$ cat config.mk
export PLATFORM = sky130hd
export DESIGN_NAME = ppad_div
export DESIGN_NICKNAME = d
export VERILOG_FILES = /design/src/rtl/polyline_point_at_distance_unit_macros.svh /design/src/rtl/ppad_pkg.sv /design/src/rtl/ppad_div.sv
export SDC_FILE = /design/constraint.sdc
export NUM_CORES = 2
export LEC_CHECK = 0
export BUFFER_PORTS_ARGS = -buffer_cell sky130_fd_sc_hd__buf_4
export CAP_MARGIN = 30
export CORE_UTILIZATION = 60
export DETAILED_ROUTE_END_ITERATION = 8
export MAX_ROUTING_LAYER = met4
export PLACE_DENSITY_LB_ADDON = 0.25
export SLEW_MARGIN = 20
export SYNTH_ARGS = -nofsm -noshare
export SYNTH_HDL_FRONTEND = slang
export SYNTH_SLANG_ARGS = --single-unit
export TNS_END_PERCENT = 50
$ cat constraint.sdc
create_clock -name clk_i -period 11.15 [get_ports clk_i]
set_input_delay 0.5575 -clock clk_i [delete_from_list [all_inputs] [get_ports clk_i]]
set_output_delay 0.5575 -clock clk_i [all_outputs]
set_load 0.05 [all_outputs]
$ cat src/rtl/polyline_point_at_distance_unit_macros.svh
// Assertion macros used by the top level of the polyline point-at-distance RTL.
`ifndef POLYLINE_POINT_AT_DISTANCE_UNIT_MACROS_SVH
`define POLYLINE_POINT_AT_DISTANCE_UNIT_MACROS_SVH

// Consequent checked in the same cycle as the antecedent.
`define PPAD_ASSERT_IMP(lbl, ante, cons, msg) \
  lbl: assert property (@(posedge clk_i) disable iff (!rst_ni) (ante) |-> (cons)) \
    else $error(msg);

// Consequent checked in the cycle after the antecedent.
`define PPAD_ASSERT_NXT(lbl, ante, cons, msg) \
  lbl: assert property (@(posedge clk_i) disable iff (!rst_ni) (ante) |=> (cons)) \
    else $error(msg);

`endif

$ cat src/rtl/ppad_pkg.sv
// Shared constants, types and the arctangent table of the polyline point-at-distance block.
package ppad_pkg;

  localparam int CoordWidth   = 32;
  localparam int FracBits     = 16;
  localparam int CordicSteps  = 20;
  localparam int LenWidth     = 48;
  localparam int AngleWidth   = 19;
  localparam int DiffWidth    = CoordWidth + 1;
  localparam int ZWidth       = 35;
  localparam int AtanIdxWidth = 5;

  localparam logic signed [ZWidth-1:0] PiQ30 = 35'sd3373259426;

  typedef enum logic [1:0] {OpMove, OpLine, OpCurve, OpClose} op_e;

  typedef logic signed [CoordWidth-1:0] coord_t;
  typedef logic signed [DiffWidth-1:0]  diff_t;
  typedef logic        [DiffWidth-1:0]  seg_len_t;
  typedef logic signed [DiffWidth:0]    quot_t;
  typedef logic signed [AngleWidth-1:0] angle_t;

  // atan(2^-i) in Q2.30.
  function automatic logic [31:0] atan_q30(input logic [AtanIdxWidth-1:0] idx);
    logic [31:0] v;
    unique case (idx)
      5'd0:  v = 32'd843314857;
      5'd1:  v = 32'd497837829;
      5'd2:  v = 32'd263043837;
      5'd3:  v = 32'd133525159;
      5'd4:  v = 32'd67021687;
      5'd5:  v = 32'd33543516;
      5'd6:  v = 32'd16775851;
      5'd7:  v = 32'd8388437;
      5'd8:  v = 32'd4194283;
      5'd9:  v = 32'd2097149;
      5'd10: v = 32'd1048576;
      5'd11: v = 32'd524288;
      5'd12: v = 32'd262144;
      5'd13: v = 32'd131072;
      5'd14: v = 32'd65536;
      5'd15: v = 32'd32768;
      5'd16: v = 32'd16384;
      5'd17: v = 32'd8192;
      5'd18: v = 32'd4096;
      5'd19: v = 32'd2048;
      5'd20: v = 32'd1024;
      5'd21: v = 32'd512;
      5'd22: v = 32'd256;
      5'd23: v = 32'd128;
      5'd24: v = 32'd64;
      5'd25: v = 32'd32;
      5'd26: v = 32'd16;
      5'd27: v = 32'd8;
      5'd28: v = 32'd4;
      5'd29: v = 32'd2;
      5'd30: v = 32'd1;
      default: v = 32'd0;
    endcase
    return v;
  endfunction

endpackage

$ cat src/rtl/ppad_div.sv
// Scaled division unit: trunc(a * b / d) by one multiply and a restoring divide, one bit a cycle.
module ppad_div (
  input  logic               clk_i,
  input  logic               rst_ni,
  input  logic               start_i,
  input  ppad_pkg::diff_t    a_i,
  input  ppad_pkg::quot_t    b_i,
  input  ppad_pkg::seg_len_t d_i,
  output logic               done_o,
  output ppad_pkg::quot_t    q_o
);
  import ppad_pkg::*;

  localparam int MagAW = DiffWidth;
  localparam int MagBW = DiffWidth + 1;
  localparam int ProdW = MagAW + MagBW;
  localparam int RemW  = DiffWidth + 1;
  localparam int CntW  = $clog2(ProdW);

  typedef enum logic [1:0] {DIdle, DMul, DRun} dphase_e;

  dphase_e          phase_q;
  logic [MagAW-1:0] ma_q, ma;
  logic [MagBW-1:0] mb_q, mb;
  logic [DiffWidth-1:0] d_q;
  logic [ProdW-1:0] dq_q, dq_d;
  logic [RemW-1:0]  rem_q, rem_sh;
  logic [CntW-1:0]  cnt_q;
  logic             neg_q, ge;
  quot_t            quo;

  always_comb begin
    ma     = a_i[DiffWidth-1] ? MagAW'(-a_i) : MagAW'(a_i);
    mb     = b_i[DiffWidth] ? MagBW'(-b_i) : MagBW'(b_i);
    rem_sh = {rem_q[RemW-2:0], dq_q[ProdW-1]};
    ge     = rem_sh >= {1'b0, d_q};
    dq_d   = {dq_q[ProdW-2:0], ge};
    quo    = dq_d[DiffWidth:0];
  end

  always_ff @(posedge clk_i or negedge rst_ni) begin
    if (!rst_ni) begin
      phase_q <= DIdle;
      done_o  <= 1'b0;
    end else begin
      done_o <= 1'b0;
      unique case (phase_q)
        DIdle: begin
          if (start_i) begin
            ma_q    <= ma;
            mb_q    <= mb;
            d_q     <= d_i;
            neg_q   <= a_i[DiffWidth-1] ^ b_i[DiffWidth];
            phase_q <= DMul;
          end
        end
        DMul: begin
          dq_q    <= ma_q * mb_q;
          rem_q   <= '0;
          cnt_q   <= '0;
          phase_q <= DRun;
        end
        DRun: begin
          rem_q <= ge ? rem_sh - {1'b0, d_q} : rem_sh;
          dq_q  <= dq_d;
          cnt_q <= cnt_q + 1'b1;
          if (cnt_q == CntW'(ProdW - 1)) begin
            q_o     <= neg_q ? -quo : quo;
            done_o  <= 1'b1;
            phase_q <= DIdle;
          end
        end
        default: phase_q <= DIdle;
      endcase
    end
  end

endmodule

==> metrics.yaml <==
detailed_routing:
  wirelength_um: 123000
  avgViaCountPerCell: 5.72
  avgRoutedWirePerCell_um: 20.2
  vias: 34900
  drt_iter0_markers: 2595
  firstDrtPassIters: 8
  postRouteAntennaNets: 0
  route.detailed.drc: 0
place:
  post_dp_cell_area_um2: 50100
  port_buffers: 137
  gp_congestion: 0.971
  dp_cells: 6059
  post-place-ws_ps: 2420
  detailedPlacementHpwl_um: 97300
timing:
  period_needed_ps: 8850
  tightest_slew_ps: 1040
  timing.final.ws_setup_ps: 2300
  setup_viol: 0
  max_freq_mhz: 113
  hold_violations: 0
  rsz0062_at_grt: "false"
  setup_tns_ps: 0
  skew_ps: 22.0
  slew_viol_final: 0
  finalCritPeriodShare_pct: 79.4
  relSlewSlack_pct: 30.7
synthesis:
  synth_edf_count: 242
  syn_inst: 5064
  ys.flop_type: "edfxtp_1"
  synth_area_um2: 48200
  synth_top_area_share_pct: 41.1
  syn_nets: 6464
  ys_types: 66
  synth_area_leader_cell: "fa_1"
  ys_async_sr_fraction_pct: 1.22
  ys_ff_latch: 245
  synth_seq_area_share_pct: 15.2
  ys.warnings.count: 0
  synthTopCellsByArea: "fa_1 41%, edfxtp_1 15%, ha_1 8.0%"
  syn_avg_cell_area_um2: 9.51
clocking:
  clkSinkCount: 245
  clockBufferDepth: 3
  cts_buffers: 25
  post_cts_resized: 0
  cts_tree: "done"
  clock_latency_ps: 560
  root_buffer: "clkbuf_16"
  cts_htree_levels: 1
  cts_setup_buffers: 0
  path_clk_slew_ps: 70
grt:
  antenna_found_initial: 5
  track_usage_pct: 32.8
  grt_max_degree: 107
  grt_pass1_wl_um: 203000
  grt_pass1_vias: 37500
  gr-total-overflow: 0
setup_path:
  critical_path_class: "reg2reg"
  endpoint_kind: "flip-flop"
  worstPathRequired_ps: 11420
  cp_data_arrival_time_ps: 9110
  path_max_fanout: 21
  start_kind: "flip-flop"
finish:
  final_area_um2: 51000
  final_cells: 6108
  most-common-layout-cells: "1006 x inv_1, 990 x fa_1, 809 x nand2_1, 499 x and2_1, 306 x ha_1"
  syn2layout_area_growth_pct: 5.76
  drive_gt1_share_pct: 5.56
  final_common_cell: "inv_1"
  layout.nets: 6438
  fillers: 6443
floorplanning:
  io_pins: 138
  die_area_um2: 81400
  die_h_um: 285
  die_w_um: 285
  coreArea_um2: 79300
  start_util_pct: 60.8
  rows: 103
min_path:
  min_path_type: "in2reg"
status:
  outcome: "complete, no violations"
flow_run:
  maxCapViolations: 0
==> Yosys cell counts, types with 50 or more instances <==
master,count
xor2_1,50
clkbuf_1,264
inv_1,1006
ha_1,307
o21ai_0,138
a21oi_1,108
a21o_1,58
and2_1,500
nor2_1,92
xnor2_1,142
edfxtp_1,242
nand2_1,810
fa_1,990
==> registers in the layout, summed over array words and instances, names as in the netlist <==
name     flops
cnt_q        7
d_q         33
done_o       1
dq_q        67
ma_q        33
mb_q        34
neg_q        1
phase_q      2
q_o         34
rem_q       33
==> layer usage <==
| layer | track usage (%) | share of wire (%) | vias to the layer above |
|---|---|---|---|
| li1 | - | - | 15300 |
| met1 | 42.2 | 39 | 17900 |
| met5 | - | 0 | - |
| met3 | 3.96 | 7.1 | 285 |
| met4 | 12.2 | 4.3 | 0 |
| met2 | 53.7 | 49 | 1401 |
==> worst paths after layout <==
| path | cells past startpoint | from | slack (ps) | to |
|---|---|---|---|---|
| worst max-delay path | 24 | mb_q[21]$_DFFE_PP_ | 2300 | dq_q[60]$_DFFE_PP_ |
| worst min-delay path | 1 | d_i[7] | 180 | d_q[7]$_DFFE_PP_ |
| worst max register to register | 24 | mb_q[21]$_DFFE_PP_ | 2300 | dq_q[60]$_DFFE_PP_ |
| worst min register to register | 2 | dq_q[61]$_DFFE_PP_ | 530 | dq_q[62]$_DFFE_PP_ |
| max in group asynchronous | 2 | rst_ni | 10660 | done_o$_DFF_PN0_ |
| min in group asynchronous | 2 | rst_ni | 380 | phase_q[0]$_DFFE_PN0P_ |
==> metrics by stage <==
step | utilization (%) | hold WS [ps]
final | 64.3 | 177
after detailed placement | 63.3 | 363
after global placement | 63.2 | 366
after global routing | 64.3 | 162
after floorplan | - | 262
after CTS | 64.3 | 162
==> cell type report <==
cell class | count | area [um^2] | area share [%]
Timing Repair Buffer | 217 | 1660 | 3.26
Clock inverter | 13 | 123 | 0.241
Multi-Input combinational cell | 3543 | 36100 | 70.8
Antenna cell | 2 | 5.00 | 0.00982
Sequential cell | 245 | 7340 | 14.4
Tap cell | 1050 | 1310 | 2.58
Inverter | 1006 | 3780 | 7.41
Clock buffer | 32 | 672 | 1.32
==> repair_timing <==
| item | CTS | global route |
|---|---|---|
| setup endpoints to repair | 0 | 0 |
| endpoints found under the hold margin | 3 | 0 |
| hold buffers | 1 | 0 |
==> kinds of logic after synthesis <==
kind of cell,after synthesis,share of synthesized area (%)
buffers and inverters,1276,9.96
flip-flops,245,15.2
multiplexers,26,0.556
XOR/XNOR,192,3.49
AO/OA/AOI/OAI,446,5.78
AND/OR/NAND/NOR,1582,15.9
adder cells (fa/ha/maj),1297,49.1
==> critical path, cell delays in order, from the launching register on <==
cell and delay, ps:
edfxtp_1 1030, nand2_1 180, fa_1 500, fa_1 540, fa_1 460, fa_1 560
inv_1 50, fa_1 480, fa_1 530, fa_1 510, inv_1 60, fa_1 540
inv_1 60, ha_1 420, a21oi_1 230, o21bai_1 90, a21oi_1 170, o21ai_0 100
a21oi_1 230, o21ai_0 350, a211oi_1 820, nor2_1 160, a31oi_1 230, xor2_1 160
o21ai_0 80
Power is not shown: default switching activity piles up to over one toggle a cycle in this logic, so the estimate is an artifact.
