--- config.mk ---
export PLATFORM = sky130hd
export DESIGN_NAME = ppad_cordic
export DESIGN_NICKNAME = d
export VERILOG_FILES = /design/src/rtl/polyline_point_at_distance_unit_macros.svh /design/src/rtl/ppad_pkg.sv /design/src/rtl/ppad_cordic.sv
export SDC_FILE = /design/constraint.sdc
export NUM_CORES = 1
export LEC_CHECK = 0
export BUFFER_PORTS_ARGS = -buffer_cell sky130_fd_sc_hd__buf_2
export CORE_MARGIN = 2
export CORE_UTILIZATION = 25
export DETAILED_ROUTE_END_ITERATION = 10
export PLACE_DENSITY = 0.47
export SYNTH_ARGS = -nofsm -noshare
export SYNTH_HDL_FRONTEND = slang
export SYNTH_SLANG_ARGS = --single-unit
--- constraint.sdc ---
create_clock -name clk_i -period 6.85 [get_ports clk_i]
set_input_delay 0.3425 -clock clk_i [delete_from_list [all_inputs] [get_ports clk_i]]
set_output_delay 0.3425 -clock clk_i [all_outputs]
set_load 0.01 [all_outputs]
--- src/rtl/polyline_point_at_distance_unit_macros.svh ---
// Assertion macros used by the top level of the polyline point-at-distance RTL.
`ifndef POLYLINE_POINT_AT_DISTANCE_UNIT_MACROS_SVH
`define POLYLINE_POINT_AT_DISTANCE_UNIT_MACROS_SVH

// Consequent checked in the same cycle as the antecedent.
`define PPAD_ASSERT_IMP(lbl, ante, cons, msg) \
  lbl: assert property (@(posedge clk_i) disable iff (!rst_ni) (ante) |-> (cons)) \
    else $error(msg);

// Consequent checked in the cycle after the antecedent.
`define PPAD_ASSERT_NXT(lbl, ante, cons, msg) \
  lbl: assert property (@(posedge clk_i) disable iff (!rst_ni) (ante) |=> (cons)) \
    else $error(msg);

`endif

--- src/rtl/ppad_pkg.sv ---
// Shared constants, types and the arctangent table of the polyline point-at-distance block.
package ppad_pkg;

  localparam int CoordWidth   = 32;
  localparam int FracBits     = 16;
  localparam int CordicSteps  = 20;
  localparam int LenWidth     = 48;
  localparam int AngleWidth   = 19;
  localparam int DiffWidth    = CoordWidth + 1;
  localparam int ZWidth       = 35;
  localparam int AtanIdxWidth = 5;

  localparam logic signed [ZWidth-1:0] PiQ30 = 35'sd3373259426;

  typedef enum logic [1:0] {OpMove, OpLine, OpCurve, OpClose} op_e;

  typedef logic signed [CoordWidth-1:0] coord_t;
  typedef logic signed [DiffWidth-1:0]  diff_t;
  typedef logic        [DiffWidth-1:0]  seg_len_t;
  typedef logic signed [DiffWidth:0]    quot_t;
  typedef logic signed [AngleWidth-1:0] angle_t;

  // atan(2^-i) in Q2.30.
  function automatic logic [31:0] atan_q30(input logic [AtanIdxWidth-1:0] idx);
    logic [31:0] v;
    unique case (idx)
      5'd0:  v = 32'd843314857;
      5'd1:  v = 32'd497837829;
      5'd2:  v = 32'd263043837;
      5'd3:  v = 32'd133525159;
      5'd4:  v = 32'd67021687;
      5'd5:  v = 32'd33543516;
      5'd6:  v = 32'd16775851;
      5'd7:  v = 32'd8388437;
      5'd8:  v = 32'd4194283;
      5'd9:  v = 32'd2097149;
      5'd10: v = 32'd1048576;
      5'd11: v = 32'd524288;
      5'd12: v = 32'd262144;
      5'd13: v = 32'd131072;
      5'd14: v = 32'd65536;
      5'd15: v = 32'd32768;
      5'd16: v = 32'd16384;
      5'd17: v = 32'd8192;
      5'd18: v = 32'd4096;
      5'd19: v = 32'd2048;
      5'd20: v = 32'd1024;
      5'd21: v = 32'd512;
      5'd22: v = 32'd256;
      5'd23: v = 32'd128;
      5'd24: v = 32'd64;
      5'd25: v = 32'd32;
      5'd26: v = 32'd16;
      5'd27: v = 32'd8;
      5'd28: v = 32'd4;
      5'd29: v = 32'd2;
      5'd30: v = 32'd1;
      default: v = 32'd0;
    endcase
    return v;
  endfunction

endpackage

--- src/rtl/ppad_cordic.sv ---
// Vectoring CORDIC unit: atan2 of a delta, one micro-rotation a cycle.
module ppad_cordic (
  input  logic            clk_i,
  input  logic            rst_ni,
  input  logic            start_i,
  input  ppad_pkg::diff_t dx_i,
  input  ppad_pkg::diff_t dy_i,
  output logic            done_o,
  output ppad_pkg::angle_t angle_o
);
  import ppad_pkg::*;

  localparam int XyWidth  = DiffWidth + 3;
  localparam int RndShift = 30 - FracBits;
  localparam logic signed [ZWidth-1:0] RndHalf = ZWidth'(1) << (RndShift - 1);
  localparam logic signed [ZWidth-1:0] AngMax =
    {{(ZWidth - AngleWidth + 1){1'b0}}, {(AngleWidth - 1){1'b1}}};
  localparam logic signed [ZWidth-1:0] AngMin = ~AngMax;

  typedef enum logic [1:0] {CIdle, CRun, CRound} cphase_e;

  cphase_e                  phase_q;
  logic signed [XyWidth-1:0] x_q, y_q, x_d, y_d, xs, ys, dx_ext, dy_ext;
  logic signed [ZWidth-1:0]  z_q, z_d, atan_z, z_sum, z_rnd;
  logic [AtanIdxWidth-1:0]   i_q;
  logic                      zero_q;

  always_comb begin
    dx_ext = {{3{dx_i[DiffWidth-1]}}, dx_i};
    dy_ext = {{3{dy_i[DiffWidth-1]}}, dy_i};
    xs     = x_q >>> i_q;
    ys     = y_q >>> i_q;
    atan_z = {3'b000, atan_q30(i_q)};
    if (y_q > 0) begin
      x_d = x_q + ys;
      y_d = y_q - xs;
      z_d = z_q + atan_z;
    end else begin
      x_d = x_q - ys;
      y_d = y_q + xs;
      z_d = z_q - atan_z;
    end
    z_sum = z_q + RndHalf;
    z_rnd = z_sum >>> RndShift;
  end

  always_ff @(posedge clk_i or negedge rst_ni) begin
    if (!rst_ni) begin
      phase_q <= CIdle;
      done_o  <= 1'b0;
    end else begin
      done_o <= 1'b0;
      unique case (phase_q)
        CIdle: begin
          if (start_i) begin
            i_q    <= '0;
            zero_q <= (dx_i == '0) && (dy_i == '0);
            // A vector in the left half-plane is turned by pi first.
            if (dx_i[DiffWidth-1]) begin
              x_q <= -dx_ext;
              y_q <= -dy_ext;
              z_q <= dy_i[DiffWidth-1] ? -PiQ30 : PiQ30;
            end else begin
              x_q <= dx_ext;
              y_q <= dy_ext;
              z_q <= '0;
            end
            phase_q <= CRun;
          end
        end
        CRun: begin
          x_q <= x_d;
          y_q <= y_d;
          z_q <= z_d;
          i_q <= i_q + 1'b1;
          if (i_q == AtanIdxWidth'(CordicSteps - 1)) begin
            phase_q <= CRound;
          end
        end
        CRound: begin
          priority if (zero_q) begin
            angle_o <= '0;
          end else if (z_rnd > AngMax) begin
            angle_o <= AngMax[AngleWidth-1:0];
          end else if (z_rnd < AngMin) begin
            angle_o <= AngMin[AngleWidth-1:0];
          end else begin
            angle_o <= z_rnd[AngleWidth-1:0];
          end
          done_o  <= 1'b1;
          phase_q <= CIdle;
        end
        default: phase_q <= CIdle;
      endcase
    end
  end

endmodule

==> reports/metrics.csv <==
stage,metric,value,unit
sta,max_freq,155,MHz
sta,hold_violations,0,
synthesis,syn-num-nets,2660,
die,die_w,294,um
placed_design,placed_area,0.0228,mm^2
placed_design,port_buffers,88,
synthesis,synth_xor_area_share,10.2,%
job,cap_violations,0,
die,start_util,25.2,%
finish,n_antenna_cell,0,
worst_hold_path,hold_end,phase_q[0],
cts,root_buffer,clkbuf_16,
cts,cts.htree.levels,4,
global_route,antenna_found_initial,2,
sta,worst_slew_pin_slew,0.965,ns
drt,first_pass_iters,7,
finish,final_cell_mix,"nand2_1 (251), a21oi_1 (199), o21ai_0 (195)",
critical_path,crit_type,reg -> reg,
drt,routed_wl,73.6,mm
critical_path,crit_path_end_kind,register,
synthesis,synth-simple-area-share,17.8,%
sta,relSlewSlack,35.6,%
synthesis,yosysSeqAreaShare,22.0,%
global_route,grt_max_degree,72,
finish,design_area,0.0235,mm^2
synthesis,async_flop_share,1.82,%
synthesis,synth_cell_types,105,
cts,cts_buffers,17,
synthesis,synth-edff-count,132,
critical_path,crit_fanout,17,
drt,via_per_inst,5.47,
sta,min_period,6.47,ns
drt,antenna_left,0,
finish,fin_nets,2699,
worst_hold_path,min_delay_path_depth,3,
die,ios,89,
critical_path,critPathLaunchType,register,
critical_path,rr_startpoint,i_q[4],
critical_path,r2r-end,y_q[35],
finish,layout-drive-gt1-share,15.4,%
global_route,overflow,0,
sta,setup_tns,0,ns
critical_path,slowest_delay,0.69,ns
die,rows,106,
die,die_y,294,um
sta,clock-skew-final,0.0290,ns
finish,final_common_cell,nand2_1,
cts,clk_latency,0.52,ns
cts,cts_sinks,165,
synthesis,synth_top_family_by_area,compound AO/OA/AOI/OAI gates,
drt,route.detailed.drc,0,
sta,final-setup-viol-count,0,
synthesis,synth-compound-area-share,23.2,%
synthesis,synth_mux_area_share,15.2,%
cts,cts_tree,yes,
die,core,0.0836,mm^2
synthesis,syn_inst,2469,
global_route,grt_usage,16.9,%
synthesis,netlist_area,0.0211,mm^2
synthesis,synth_warnings,0,
sta,rsz0062_at_grt,no,
global_route,grt_pass1_wl,114,mm
critical_path,slowest_stage,nor2_1,
global_route,grt_pass1_vias,19300,
drt,wl_per_cell,20.4,um
synthesis,synth_fa_ha_area_share,7.35,%
critical_path,crit_arrival,6.76,ns
sta,timing.hold.ws,0.171,ns
die,dieArea,0.0866,mm^2
placed_design,routabilityCongestion,0.938,
drt,drtIter0Drc,1840,
placed_design,dpl.hpwl,56.9,mm
synthesis,syn_avg_cell_area,8.53,um^2
critical_path,crit_path_cell_trace,"inv_1, nor2_1, a32oi_1, nand3_1, nand4_2, or3_4, nand2b_4, nor3_1, a211oi_1, a31oi_1, o22ai_1, ha_1, a21oi_1, o21ai_0, o21ai_1, nor2_1, a2111oi_0, buf_4, nor3b_1, o21ai_0, a21o_1, nand4_1, o211a_1",
synthesis,synth_seq_cells,165,
synthesis,ys.flop_type,edfxtp_1,
critical_path,critPathRequiredTime,7.14,ns
critical_path,r2r_slack,0.38,ns
outcome,status,finished clean,
cts,clockBufferDepth,2,
finish,areaGrowthSynthToFinish,11.3,%
sta,fin_crit_sh,94.5,%
sta,slew_violations,0,
critical_path,worstRegToRegCells,23,
worst_hold_path,hp-start,start_i,
drt,vias,19700,
cts,post_cts_buffers,0,
cts,cts.clk_slew.worst_paths,0.09,ns
worst_hold_path,hp-class,in -> reg,
## Yosys cell counts, types with 10 or more instances
cell,instances,area (um^2)
o41ai_1,11,96.3
o21ai_0,196,981
nand4_1,15,93.8
a31oi_1,21,131
xnor2_1,127,1110
a211oi_1,26,195
or2_2,15,93.8
and3_1,32,200
inv_1,43,161
nand2_1,251,942
nor3b_1,11,82.6
o21bai_1,14,105
nor2b_1,28,175
o211ai_1,10,75.1
mux2i_1,64,641
nor4_1,23,144
a21o_1,53,398
nor3_1,39,195
a221oi_1,11,96.3
dfxtp_1,30,601
o21a_1,28,210
nand3_1,50,250
nand2b_1,36,225
buf_2,31,155
a21oi_1,199,996
mux2_2,61,687
edfxtp_1,132,3960
or3_1,13,81.3
buf_1,17,63.8
a22oi_1,10,75.1
o22ai_1,32,200
buf_6,10,113
or4_1,21,158
and2_1,15,93.8
xor2_1,119,1040
nor2_1,193,724
o31ai_1,39,293
mux4_2,72,1620
ha_1,119,1490
clkbuf_1,82,308
## repair_timing
action                                  4_1_cts  5_1_grt
endpoints found under the setup margin        0       10
hold buffers                                  1        0
hold endpoints to repair                      3        0
resized for setup                             0        6
## critical path: cells and delay by family (launching register included)
| family | cells | cell delay [ns] |
|---|---|---|
| AO/OA/AOI/OAI | 11 | 2.17 |
| buffers and inverters | 2 | 0.76 |
| adder cells (fa/ha/maj) | 1 | 0.38 |
| AND/OR/NAND/NOR | 9 | 2.22 |
| flip-flops | 1 | 0.68 |
## layer usage
layer | share of wire [%] | track usage [%]
met1 | 45 | 22.8
met5 | 0.037 | 0
met4 | 3.1 | 5.81
met3 | 6.5 | 3.27
met2 | 45 | 26.9
## how the worst max path moves through the flow
stage	end	start	slack [ns]
after floorplan	y_q[33]	i_q[0]	1.01
after global placement	y_q[35]	i_q[0]	0.40
final	y_q[35]	i_q[4]	0.38
after CTS	x_q[28]	i_q[0]	0.39
after detailed placement	y_q[35]	i_q[0]	0.39
after global routing	y_q[35]	i_q[0]	0.04
## final cells by class
cell class | count | area (um^2)
Clock buffer | 17 | 425
Clock inverter | 15 | 155
Fill cell | 8982 | 60100
Inverter | 47 | 183
Multi-Input combinational cell | 2114 | 15600
Sequential cell | 165 | 4640
Tap cell | 1080 | 1350
Timing Repair Buffer | 163 | 1100
## stage by stage
step	worst slack (ns)	cells	util [%]
global placement	0.401	3567	27.3
floorplan	1.01	2469	-
global route	0.0419	3601	28.1
detailed placement	0.385	3567	27.3
finish	0.378	3601	28.1
CTS	0.389	3600	28.0
## sequential cells by signal, summed over array words and instances (netlist names)
| signal | count |
|---|---|
| y_q | 36 |
| zero_q | 1 |
| x_q | 36 |
| atan_z | 30 |
| z_q | 35 |
| phase_q | 2 |
| i_q | 5 |
| done_o | 1 |
| angle_o | 19 |
## cell families after synthesis
logic type	after synthesis
simple gates	772
compound gates	764
buf+inv	190
xor+xnor	246
mux	210
flops	165
fa+ha+maj	122
Power is not shown: default switching activity piles up to over one toggle a cycle in this logic, so the estimate is an artifact.
